**src/rtl/inv53_pkg.sv**
```systemverilog
`timescale 1ns / 1ps

package inv53_pkg;

  localparam int COEF_BITS = 20;
  localparam int LEN_BITS  = 13;
  localparam int MAX_LINE  = 4096;
  localparam int PAIR_BITS = 12;
  // room for the sum of three coefficient-sized terms
  localparam int WIDE_BITS = COEF_BITS + 2;
  localparam int SLOTS     = 3;

  typedef logic signed [COEF_BITS-1:0] coef_t;
  typedef logic signed [WIDE_BITS-1:0] wide_t;
  typedef logic [LEN_BITS-1:0]         len_t;
  typedef logic [PAIR_BITS-1:0]        pair_t;

  // samples produced by one pair, in line order
  typedef struct packed {
    logic [1:0]            count;
    coef_t [SLOTS-1:0]     sample;
    logic  [SLOTS-1:0]     last;
  } push_t;

  function automatic coef_t sat_coef(input wide_t x);
    logic [WIDE_BITS-COEF_BITS:0] top;
    top = x[WIDE_BITS-1:COEF_BITS-1];
    if ((&top) || !(|top)) begin
      return x[COEF_BITS-1:0];
    end else if (x[WIDE_BITS-1]) begin
      return {1'b1, {(COEF_BITS-1){1'b0}}};
    end else begin
      return {1'b0, {(COEF_BITS-1){1'b1}}};
    end
  endfunction

endpackage

```
**src/rtl/inv53_lift.sv**
```systemverilog
`timescale 1ns / 1ps

module inv53_lift (
  input  logic                   clk,
  input  logic                   rst,
  input  inv53_pkg::len_t        line_length,
  input  logic                   restart,
  input  logic                   in_valid,
  output logic                   in_ready,
  input  inv53_pkg::coef_t       in_low,
  input  inv53_pkg::coef_t       in_high,
  input  logic                   push_ok,
  output inv53_pkg::push_t       push
);
  import inv53_pkg::*;

  logic  full;
  coef_t lo_r;
  coef_t hi_r;
  coef_t prev_high;
  coef_t prev_even;
  pair_t pair_index;

  logic  fire;
  len_t  len_eff;
  len_t  len_plus;
  pair_t pairs;
  logic  final_pair;
  logic  odd_len;
  logic  len_one;
  logic  first;
  coef_t hm;
  coef_t hp;
  wide_t sum_h;
  wide_t diff;
  coef_t even_s;
  logic signed [COEF_BITS:0] sum_e;
  wide_t odd_mid;
  logic signed [COEF_BITS:0] odd_end;
  coef_t odd_mid_s;
  coef_t odd_end_s;
  logic  [PAIR_BITS:0] k_plus;

  assign fire     = full && push_ok;
  assign in_ready = !full || push_ok;

  always_comb begin
    if (line_length == '0) begin
      len_eff = LEN_BITS'(1);
    end else if (line_length > LEN_BITS'(MAX_LINE)) begin
      len_eff = LEN_BITS'(MAX_LINE);
    end else begin
      len_eff = line_length;
    end
    len_plus   = len_eff + LEN_BITS'(1);
    pairs      = len_plus[LEN_BITS-1:1];
    k_plus     = {1'b0, pair_index} + (PAIR_BITS+1)'(1);
    final_pair = k_plus >= {1'b0, pairs};
    odd_len    = len_eff[0];
    len_one    = len_eff == LEN_BITS'(1);
    first      = pair_index == '0;

    hm = first ? hi_r : prev_high;
    // odd line: the missing high term mirrors the previous one
    hp = (final_pair && odd_len) ? hm : hi_r;
    sum_h  = WIDE_BITS'(hm) + WIDE_BITS'(hp) + WIDE_BITS'(2);
    diff   = WIDE_BITS'(lo_r) - (sum_h >>> 2);
    even_s = sat_coef(diff);

    sum_e     = (COEF_BITS+1)'(prev_even) + (COEF_BITS+1)'(even_s);
    odd_mid   = WIDE_BITS'(prev_high) + WIDE_BITS'(sum_e >>> 1);
    odd_end   = (COEF_BITS+1)'(hi_r) + (COEF_BITS+1)'(even_s);
    odd_mid_s = sat_coef(odd_mid);
    odd_end_s = sat_coef(WIDE_BITS'(odd_end));

    push = '0;
    if (len_one) begin
      push.sample[0] = lo_r;
      push.last[0]   = 1'b1;
      push.count     = 2'd1;
    end else if (first) begin
      push.sample[0] = even_s;
      push.last[0]   = final_pair && odd_len;
      push.sample[1] = odd_end_s;
      push.last[1]   = 1'b1;
      push.count     = (final_pair && !odd_len) ? 2'd2 : 2'd1;
    end else begin
      push.sample[0] = odd_mid_s;
      push.sample[1] = even_s;
      push.last[1]   = final_pair && odd_len;
      push.sample[2] = odd_end_s;
      push.last[2]   = 1'b1;
      push.count     = (final_pair && !odd_len) ? 2'd3 : 2'd2;
    end
    if (!fire) begin
      push.count = 2'd0;
    end
  end

  always_ff @(posedge clk) begin
    if (rst) begin
      full       <= 1'b0;
      pair_index <= '0;
      prev_high  <= '0;
      prev_even  <= '0;
    end else begin
      if (in_ready) begin
        full <= in_valid;
      end
      if (fire) begin
        prev_high  <= len_one ? '0 : hi_r;
        prev_even  <= len_one ? lo_r : even_s;
        pair_index <= (len_one || final_pair) ? '0 : k_plus[PAIR_BITS-1:0];
      end
      if (restart) begin
        pair_index <= '0;
      end
    end
  end

  always_ff @(posedge clk) begin
    if (in_ready && in_valid) begin
      lo_r <= in_low;
      hi_r <= in_high;
    end
  end

endmodule

```
**src/rtl/inv53_queue.sv**
```systemverilog
`timescale 1ns / 1ps

module inv53_queue (
  input  logic              clk,
  input  logic              rst,
  input  inv53_pkg::push_t  push,
  output logic              push_ok,
  output logic              out_valid,
  input  logic              out_ready,
  output inv53_pkg::coef_t  out_sample,
  output logic              out_last
);
  import inv53_pkg::*;

  coef_t      mem_sample [4];
  logic       mem_last   [4];
  logic [1:0] wr_ptr;
  logic [1:0] rd_ptr;
  logic [2:0] count;
  logic       pop;

  assign out_valid  = count != 3'd0;
  assign pop        = out_valid && out_ready;
  // a pair may bring three samples, so keep three entries free after the pop
  assign push_ok    = (count <= 3'd1) || (count == 3'd2 && pop);
  assign out_sample = mem_sample[rd_ptr];
  assign out_last   = mem_last[rd_ptr];

  always_ff @(posedge clk) begin
    if (rst) begin
      wr_ptr <= '0;
      rd_ptr <= '0;
      count  <= '0;
    end else begin
      wr_ptr <= wr_ptr + push.count;
      if (pop) begin
        rd_ptr <= rd_ptr + 2'd1;
      end
      count <= count + 3'(push.count) - 3'(pop);
    end
  end

  always_ff @(posedge clk) begin
    for (int i = 0; i < SLOTS; i++) begin
      if (2'(i) < push.count) begin
        mem_sample[wr_ptr + 2'(i)] <= push.sample[i];
        mem_last[wr_ptr + 2'(i)]   <= push.last[i];
      end
    end
  end

endmodule

```
**src/rtl/inverse_53_lifting_line.sv**
```systemverilog
`timescale 1ns / 1ps

// Inverse reversible 5/3 lifting over one line. Each input request is one
// coefficient pair; the block emits the reconstructed samples in line order,
// saturated to 20 bits, with tlast on the final sample of the line. A pair is
// registered, lifted combinationally and its one to three samples are written
// into a four-entry sample queue; the output port drains one sample a cycle
// while m_tready is high, so the sustained rate is one sample per cycle, set
// by the single output sample port. Writing line_length (1..4096, 0 reads as
// 1, larger values as 4096; reset 2) restarts the line; write it only while
// the block is idle.
module inverse_53_lifting_line (
  input  logic        clk,
  input  logic        rst,
  input  logic        cfg_we,
  input  logic [12:0] cfg_wdata,     // line_length
  input  logic        s_tvalid,
  output logic        s_tready,
  input  logic [39:0] s_tdata,       // [19:0] low_coef, [39:20] high_coef
  output logic        m_tvalid,
  input  logic        m_tready,
  output logic [23:0] m_tdata,       // [19:0] sample, [23:20] zero
  output logic        m_tlast        // last_sample
);
  import inv53_pkg::*;

  len_t  line_length;
  push_t push;
  logic  push_ok;
  coef_t out_sample;

  always_ff @(posedge clk) begin
    if (rst) begin
      line_length <= LEN_BITS'(2);
    end else if (cfg_we) begin
      line_length <= cfg_wdata;
    end
  end

  inv53_lift u_lift (
    .clk         (clk),
    .rst         (rst),
    .line_length (line_length),
    .restart     (cfg_we),
    .in_valid    (s_tvalid),
    .in_ready    (s_tready),
    .in_low      (s_tdata[COEF_BITS-1:0]),
    .in_high     (s_tdata[2*COEF_BITS-1:COEF_BITS]),
    .push_ok     (push_ok),
    .push        (push)
  );

  inv53_queue u_queue (
    .clk        (clk),
    .rst        (rst),
    .push       (push),
    .push_ok    (push_ok),
    .out_valid  (m_tvalid),
    .out_ready  (m_tready),
    .out_sample (out_sample),
    .out_last   (m_tlast)
  );

  assign m_tdata = {4'b0, out_sample};

endmodule

```
**config.mk**
```make
export PLATFORM = sky130hd
export DESIGN_NAME = inverse_53_lifting_line
export DESIGN_NICKNAME = d
export VERILOG_FILES = /design/src/rtl/inv53_pkg.sv /design/src/rtl/inv53_lift.sv /design/src/rtl/inv53_queue.sv /design/src/rtl/inverse_53_lifting_line.sv
export SDC_FILE = /design/constraint.sdc
export NUM_CORES = 1
export LEC_CHECK = 0
export CAP_MARGIN = 20
export CORE_ASPECT_RATIO = 1.2
export CORE_MARGIN = 1
export CORE_UTILIZATION = 35
export CTS_CLUSTER_DIAMETER = 120
export CTS_CLUSTER_SIZE = 25
export DETAILED_ROUTE_END_ITERATION = 16
export DONT_BUFFER_PORTS = 1
export GPL_TIMING_DRIVEN = 0
export MAX_ROUTING_LAYER = met4
export PLACE_DENSITY_LB_ADDON = 0.05
export RECOVER_POWER = 25
export SLEW_MARGIN = 20
export SYNTH_ARGS = -nofsm -noshare
export SYNTH_HDL_FRONTEND = slang
export SYNTH_SLANG_ARGS = --single-unit
export TNS_END_PERCENT = 30
```
**constraint.sdc**
```tcl
create_clock -name clk -period 24.1 [get_ports clk]
set_input_delay 3.615 -clock clk [delete_from_list [all_inputs] [get_ports clk]]
set_output_delay 3.615 -clock clk [all_outputs]
set_load 0.05 [all_outputs]
```
==> qor.log, run 1 <==
[final_layout] ant diodes 0
[critical_path] arrival time of the worst setup path 16.10 ns
[floorplanning] total I/O pin count 85
[place] global placer's final weighted congestion 0.9794
[critical_path] setup slack of the most critical reg-to-reg path 8.18 ns
[timing] final critical delay including setup and external delays 15.92 ns
[critical_path] Worst Reg-to-Reg Cells 64
[grt] first-pass GRT wire length 93360 um
[clocking] count of hold buffers inserted by post-cts repair 0
[clocking] post-CTS setup buffer count 0
[timing] final hold violation count 0
[detailed_routing] Routed WL 64200 um
[floorplanning] Die Span Y 238.5 um
[critical_path] Worst Path Class, Setup reg2reg
[synth] sequential-to-total area share from yosys stat 32.02%
[grt] maximum number of pins on one net before global-route repair 32
[hold_path] startpoint of the worst hold path u_lift.prev_even[13]
[final_layout] Nets 2049
[detailed_routing] DR vias 14625
[synth] post-synthesis cell area 0.01632 sq mm
[final_layout] layout overhead on the synthesized area 9.439%
[timing] final sum of negative setup slack 0 ns
[detailed_routing] average wire per cell in the routed design 25.97 um
[synth] Warnings, synthesis 0
[grt] GRT Total Usage 28.03%
[critical_path] launch point of the worst reg-to-reg path line_length[6]
[hold_path] worst hold path cell count 2
[critical_path] Required @ worst endpoint 24.28 ns
[floorplanning] Core Rows 86
[clocking] number of sinks driven by the clock tree 199
[timing] RSZ-0062 raised after global routing false
[detailed_routing] Post-DRT Antenna Nets 0
[timing] portion of the clock cycle consumed by the worst path in the final layout 66.06%
[timing] peak clock frequency supported by timing 0.06281 GHz
[synth] Syn Area/Cell 9.001 sq um
[synth] most common flop cell mapped by yosys sky130_fd_sc_hd__edfxtp_1
[synth] top post-synthesis cells by count sky130_fd_sc_hd__nand2_1 (194), sky130_fd_sc_hd__ha_1 (142), sky130_fd_sc_hd__nor2_1 (140), sky130_fd_sc_hd__a21oi_1 (137), sky130_fd_sc_hd__edfxtp_1 (124)
[grt] vias in the first global route 14152
[critical_path] crit-path most repeated cell sky130_fd_sc_hd__o21ai_0
[critical_path] Crit Path Max Fanout 10
[place] number of cells after detailed placement 2440
[synth] Yosys top cell area share 22.82%
[run_status] outcome complete, no violations
[clocking] Resized cells post-CTS 0
[timing] normalized max-slew margin 18.95%
[clocking] CTS clock-pin slew for the worst setup and hold paths 0.08 ns
[hold_path] Worst Hold Path EP u_lift.prev_even[13]
[run] number of maximum-capacitance violations 0
[clocking] CTS buffer count 17
[critical_path] Worst setup EP type register
[synth] number of flops mapped to enable cells by yosys 124
[grt] antenna violations before repair 0
[detailed_routing] Vias per Instance 5.916
[timing] Max Transition Viols Final 0
[critical_path] Critical Path Source Type register
[detailed_routing] DRC violation count after routing 0
[final_layout] layout cells sized above 1 8.728%
[timing] final setup violation count 0
[floorplanning] effective utilization at floorplan 35.52%
[place] PortBufs 0
[hold_path] path class of the lowest-slack min-delay path reg2reg
[final_layout] final standard cell count with taps included and fillers excluded 2472
[detailed_routing] initial detailed-routing violation count 1061
[critical_path] library cell contributing the largest single delay on the critical path sky130_fd_sc_hd__clkbuf_1
[floorplanning] Total Die Area 0.04749 sq mm
[synth] cell types occupying the most area after synthesis sky130_fd_sc_hd__edfxtp_1 (23%), sky130_fd_sc_hd__ha_1 (11%), sky130_fd_sc_hd__dfxtp_1 (9.2%)
[clocking] htree depth 4
[synth] number of different library cells in the post-synthesis netlist 97
[critical_path] endpoint of the worst-slack reg-to-reg timing path u_queue.mem_sample[1][15]
[clocking] TritonCTS clock tree done
[place] sum of net half-perimeters after detailed placement 53080 um
[critical_path] longest individual stage delay on the worst path 0.73 ns
[clocking] Bufs on Longest Clock Path 2
[floorplanning] overall die width 199.1 um
[synth] most used standard cell by instance count after synthesis sky130_fd_sc_hd__nand2_1
[detailed_routing] iteration count of the initial detailed-routing pass 6
[floorplanning] Std-Cell Core Area 0.04595 sq mm
[synth] flops & latches, synth 199
[synth] Gate Count Post-Synth 1813
[grt] leftover overflow at the end of global routing 0
[clocking] root buffer selected by CTS sky130_fd_sc_hd__clkbuf_16
[timing] worst clock skew 0.01084 ns
[timing] actual slew at the worst max-slew pin 1.206 ns
[synth] FFs w/ async S/R, synth 0%
[clocking] clock insertion delay at the later pin of the skew report 0.48 ns
[synth] cell taking the most area after synthesis sky130_fd_sc_hd__edfxtp_1
## worst max path at each step
| stage | from | endpoint |
|---|---|---|
| 4_1_cts | line_length[6] | u_queue.mem_sample[1][15] |
| 3_5_place_dp | line_length[6] | u_queue.mem_sample[1][15] |
| 5_1_grt | line_length[6] | u_queue.mem_sample[1][15] |
| 6_report | line_length[6] | u_queue.mem_sample[1][15] |
| 2_1_floorplan | line_length[2] | u_queue.mem_sample[0][1] |
| 3_3_place_gp | line_length[6] | u_queue.mem_sample[3][15] |
## stage by stage
step	area (sq um)	hold slack [ns]	worst slack (ns)	util, %
5_1_grt	17860	0.4984	6.538	38.87
2_1_floorplan	16330	0.4362	11.86	-
3_3_place_gp	17100	0.4465	8.234	37.22
6_report	17860	0.4622	8.180	38.87
4_1_cts	17860	0.4643	8.018	38.87
3_5_place_dp	17260	0.4508	8.104	37.56
## layout by cell type, fill, tap and decap left out, types with 41 or more instances in the layout
cell and instances:
sky130_fd_sc_hd__dfxtp_1 75, sky130_fd_sc_hd__nor2_1 140, sky130_fd_sc_hd__a21oi_1 137, sky130_fd_sc_hd__clkbuf_1 52, sky130_fd_sc_hd__edfxtp_1 124, sky130_fd_sc_hd__o21ai_0 101
sky130_fd_sc_hd__xnor2_1 53, sky130_fd_sc_hd__nand3_1 62, sky130_fd_sc_hd__nand2_1 194, sky130_fd_sc_hd__xor2_1 41, sky130_fd_sc_hd__inv_1 48, sky130_fd_sc_hd__a21o_1 44
sky130_fd_sc_hd__ha_1 142
## worst max-delay path, delay by kind of cell (launching register included)
family                   cells  cell delay [ns]
multiplexers                 1             0.25
AND/OR/NAND/NOR             17             3.13
adder cells (fa/ha/maj)      7             2.31
buffers and inverters        4             1.68
flip-flops                   1             0.38
XOR/XNOR                     3             0.39
AO/OA/AOI/OAI               32             7.44
## sequential cells by signal (all words and copies together) (netlist names), named ones only
signal,cells
u_queue.mem_sample,80
u_lift.hi_r,20
u_lift.lo_r,20
u_lift.prev_even,20
u_lift.prev_high,20
line_length,13
u_lift.pair_index,12
u_queue.mem_last,4
u_queue.count,3
u_queue.rd_ptr,2
u_queue.wr_ptr,2
u_lift.full,1
## cell type report
cell class	count	area, sq um
repair buffers	8	116.4
well taps	616	770.7
fillers	4792	28090
flip-flops and latches	199	5225
inverters	50	187.7
plain buffers	79	356.6
multi-input cells	1488	10600
clock buffers	18	439.2
clock inverters	14	163.9
## cell families after synthesis
logic type | share of synthesized area [%]
AO/OA/AOI/OAI | 25.79
AND/OR/NAND/NOR | 16.19
flip-flops | 32.02
adder cells (fa/ha/maj) | 11.87
buffers and inverters | 3.328
XOR/XNOR | 5.045
multiplexers | 5.735
other | 0.02298
## per-layer routing
metal  wire length [um]  GRT usage [%]
met4               2460          11.86
met1              27840          34.34
met5                  0              -
met2              31250          46.76
met3               2654          2.737
Power of run 1 is not shown: default switching activity piles up to over one toggle a cycle in this logic, so the estimate is an artifact.
==> run 2: changes to the inputs <==
- ABC_AREA: default -> 1
- clock period: 24.1 -> 15.3 ns (I/O delays scaled with it)
==> run 2 against run 1 <==
The flow now finishes with violations (capacitance limit, slew limit); critical path type unchanged; maximum frequency increased by 12%; synthesized cell count increased by 35%; wire length increased by 3.2%; highest routed layer unchanged.
==> qor.log, run 2 <==
[run_status] outcome finished with violations
[run_status] failing checks capacitance limit, slew limit
[detailed_routing] DRC violation count after routing 0 [unchanged]
[final_layout] register bank with the most flops u_queue.mem_sample
[clocking] CTS clock-pin slew for the worst setup and hold paths 0.08 ns [about the same]
[synth] Gate Count Post-Synth 2439 [+35%]
[critical_path] endpoint of the worst-slack reg-to-reg timing path u_queue.mem_sample[3][7]
[clocking] clock insertion delay at the later pin of the skew report 0.52 ns [+0.04 ns]
[floorplanning] Total Die Area 0.04982 sq mm [+4.9%]
[place] global placer's final weighted congestion 1.023 [+4.4%]
[run] number of maximum-capacitance violations 1 [+1]
[synth] post-synthesis cell area 0.01713 sq mm [+4.9%]
[synth] number of flops mapped to enable cells by yosys 124 [unchanged]
[critical_path] Worst Path Class, Setup reg2reg
[floorplanning] effective utilization at floorplan 35.51% [about the same]
[critical_path] crit-path most repeated cell sky130_fd_sc_hd__nand2_1
[final_layout] commonest non-fill, non-tap cell in the layout sky130_fd_sc_hd__nand2_1
[timing] worst clock skew 0.02485 ns [+0.01401 ns]
[detailed_routing] DR vias 16402 [+12%]
[critical_path] launch point of the worst reg-to-reg path line_length[4]
[grt] GRT Total Usage 28.04% [about the same]
[grt] antenna violations before repair 0 [unchanged]
[synth] number of different library cells in the post-synthesis netlist 57 [-41%]
[clocking] root buffer selected by CTS sky130_fd_sc_hd__clkbuf_16
[timing] Max Transition Viols Final 33 [+33]
[place] sum of net half-perimeters after detailed placement 55960 um [+5.4%]
[hold_path] startpoint of the worst hold path u_queue.rd_ptr[1]
[synth] most used standard cell by instance count after synthesis sky130_fd_sc_hd__nand2_1
[critical_path] Critical Path Source Type register
[synth] cell taking the most area after synthesis sky130_fd_sc_hd__edfxtp_1
[grt] first-pass GRT wire length 99930 um [+7.0%]
[synth] flops & latches, synth 199 [unchanged]
[floorplanning] Std-Cell Core Area 0.04823 sq mm [+5.0%]
[grt] vias in the first global route 16207 [+15%]
[final_layout] flip-flop count of the largest register, all copies and words added 80 [unchanged]
[synth] sequential-to-total area share from yosys stat 30.51% [-1.5 points]
[critical_path] Worst setup EP type register
[synth] most common flop cell mapped by yosys sky130_fd_sc_hd__edfxtp_1
[floorplanning] Die Span Y 244.3 um [+2.4%]
[final_layout] Nets 2672 [+30%]
[final_layout] # fillers 5167 [+7.8%]
[detailed_routing] Post-DRT Antenna Nets 0 [unchanged]
[detailed_routing] Vias per Instance 5.276 [-11%]
[timing] normalized max-slew margin -20.22% [-39 points]
[timing] final critical delay including setup and external delays 14.20 ns [-1.718 ns]
[critical_path] Worst Reg-to-Reg Cells 74 [+16%]
[hold_path] worst hold path cell count 2 [unchanged]
[place] worst setup timing slack at the placement stage 0.5081 ns [-7.596 ns]
[timing] actual slew at the worst max-slew pin 1.803 ns [+0.5969 ns]
[timing] final setup violation count 0 [unchanged]
[final_layout] flip-flop and latch area 0.005225 sq mm [unchanged]
[synth] top post-synthesis cells by count sky130_fd_sc_hd__nand2_1 (740), sky130_fd_sc_hd__inv_1 (206), sky130_fd_sc_hd__a21oi_1 (183), sky130_fd_sc_hd__o21ai_0 (177), sky130_fd_sc_hd__nor2_1 (176)
[floorplanning] overall die width 203.9 um [+2.4%]
[clocking] count of hold buffers inserted by post-cts repair 0 [unchanged]
[clocking] Bufs on Longest Clock Path 2 [unchanged]
[final_layout] most frequent cells in the layout sky130_fd_sc_hd__nand2_1 (739), sky130_fd_sc_hd__inv_1 (206), sky130_fd_sc_hd__a21oi_1 (181)
[final_layout] layout cells sized above 1 7.180% [-1.5 points]
[critical_path] longest individual stage delay on the worst path 0.46 ns [-0.27 ns]
[floorplanning] Core Rows 88 [+2.3%]
[synth] Warnings, synthesis 0 [unchanged]
[final_layout] layout overhead on the synthesized area 9.155%
[final_layout] final cell utilization of the core 38.76% [-0.11 points]
[hold_path] path class of the lowest-slack min-delay path reg2reg
[detailed_routing] iteration count of the initial detailed-routing pass 6 [unchanged]
[critical_path] Required @ worst endpoint 15.67 ns [-8.61 ns]
[clocking] htree depth 4 [unchanged]
[timing] peak clock frequency supported by timing 0.07041 GHz [+12%]
[timing] final hold violation count 0 [unchanged]
[clocking] post-CTS setup buffer count 0 [unchanged]
[synth] Yosys top cell area share 21.74% [-1.1 points]
[critical_path] library cell contributing the largest single delay on the critical path sky130_fd_sc_hd__ha_1
[grt] maximum number of pins on one net before global-route repair 33 [+3.1%]
[detailed_routing] initial detailed-routing violation count 1230 [+16%]
[critical_path] Crit Path Max Fanout 10 [unchanged]
[clocking] TritonCTS clock tree done
[synth] Syn Area/Cell 7.021 sq um [-22%]
[detailed_routing] Routed WL 66240 um [+3.2%]
[place] PortBufs 0 [unchanged]
[timing] RSZ-0062 raised after global routing true
[timing] Setup WS post-layout 1.098 ns [-7.082 ns]
[critical_path] arrival time of the worst setup path 14.57 ns [-1.53 ns]
[floorplanning] total I/O pin count 85 [unchanged]
[final_layout] Multi-input gate area 0.01070 sq mm [+0.92%]
[synth] FFs w/ async S/R, synth 0% [unchanged]
[grt] leftover overflow at the end of global routing 0 [unchanged]
[critical_path] setup slack of the most critical reg-to-reg path 1.10 ns [-7.08 ns]
[final_layout] ant diodes 0 [unchanged]
[clocking] CTS buffer count 17 [unchanged]
[synth] cell types occupying the most area after synthesis sky130_fd_sc_hd__edfxtp_1 (22%), sky130_fd_sc_hd__nand2_1 (16%), sky130_fd_sc_hd__ha_1 (10%)
[detailed_routing] average wire per cell in the routed design 21.31 um [-18%]
[timing] portion of the clock cycle consumed by the worst path in the final layout 92.82% [+27 points]
[clocking] number of sinks driven by the clock tree 199 [unchanged]
-- run 2: routing by layer --
layer	wire length [um]	vias to the layer above	GRT usage, %
li1	-	8232	-
met1	28800	7686	33.51
met2	33740	406	49.02
met3	2008	78	2.759
met4	1697	0	9.045
met5	0	-	-
-- run 2: logic make-up (layout without fill, tap and decap cells) --
family                     Yosys count  after routing  synth area share [%]
buffers and inverters              315            352                 7.562
AOI/OAI and AO/OA                  499            499                 16.84
DFF                                199            199                 30.51
and+or+nand+nor                   1177           1177                 28.87
adders and majority gates          148            148                 11.08
other                                1              4               0.02190
xor gates and xnor gates           100            100                 5.114
-- run 2: worst max-delay path by stage --
stage | startpoint | endpoint | slack, ns | cells after the start
after floorplan | line_length[2] | u_queue.mem_sample[0][9] | 4.54 | 74
after global placement | line_length[11] | u_queue.mem_sample[3][4] | 0.56 | 72
after detailed placement | line_length[11] | u_queue.mem_sample[2][4] | 0.51 | 73
after CTS | line_length[11] | u_queue.mem_sample[2][4] | 0.42 | 73
after global routing | line_length[2] | u_queue.mem_sample[1][7] | -0.01 | 73
final | line_length[4] | u_queue.mem_sample[3][7] | 1.10 | 74
-- run 2: area by class of cell --
class                      instances  share of cell area [%]
multi-input combinational       1928                   57.22
sequential                       199                   27.95
clock buffer                      17                   2.276
inverter                         231                   4.639
timing repair buffer               5                  0.3681
clock inverter                    15                   1.031
buffer                            84                   2.296
tap                              630                   4.217
-- run 2: stage by stage --
stage / TNS (ns) / hold slack [ns] / cells / cell area (sq um)
after floorplan: 0 / 0.4362 / 2442 / 17140
after global placement: 0 / 0.4552 / 3072 / 17920
after CTS: 0 / 0.4698 / 3109 / 18670
after global routing: -0.01924 / 0.5009 / 3109 / 18690
final: 0 / 0.4653 / 3109 / 18690
after detailed placement: 0 / 0.4554 / 3077 / 18050
-- run 2: timing repair --
action	4_1_cts	5_1_grt
endpoints found under the setup margin	0	76
hold endpoints to repair	0	0
gates resized for setup	0	10
-- run 2: critical path, delay by kind of cell, from the launching register on --
kind                       cells  cell delay, ns
adders and majority gates      7            2.26
and+or+nand+nor               36            5.40
AOI/OAI and AO/OA             18            3.86
DFF                            1            0.34
xor gates and xnor gates       4            1.09
buffers and inverters          9            1.08
Power of run 2 is left out for the same reason.
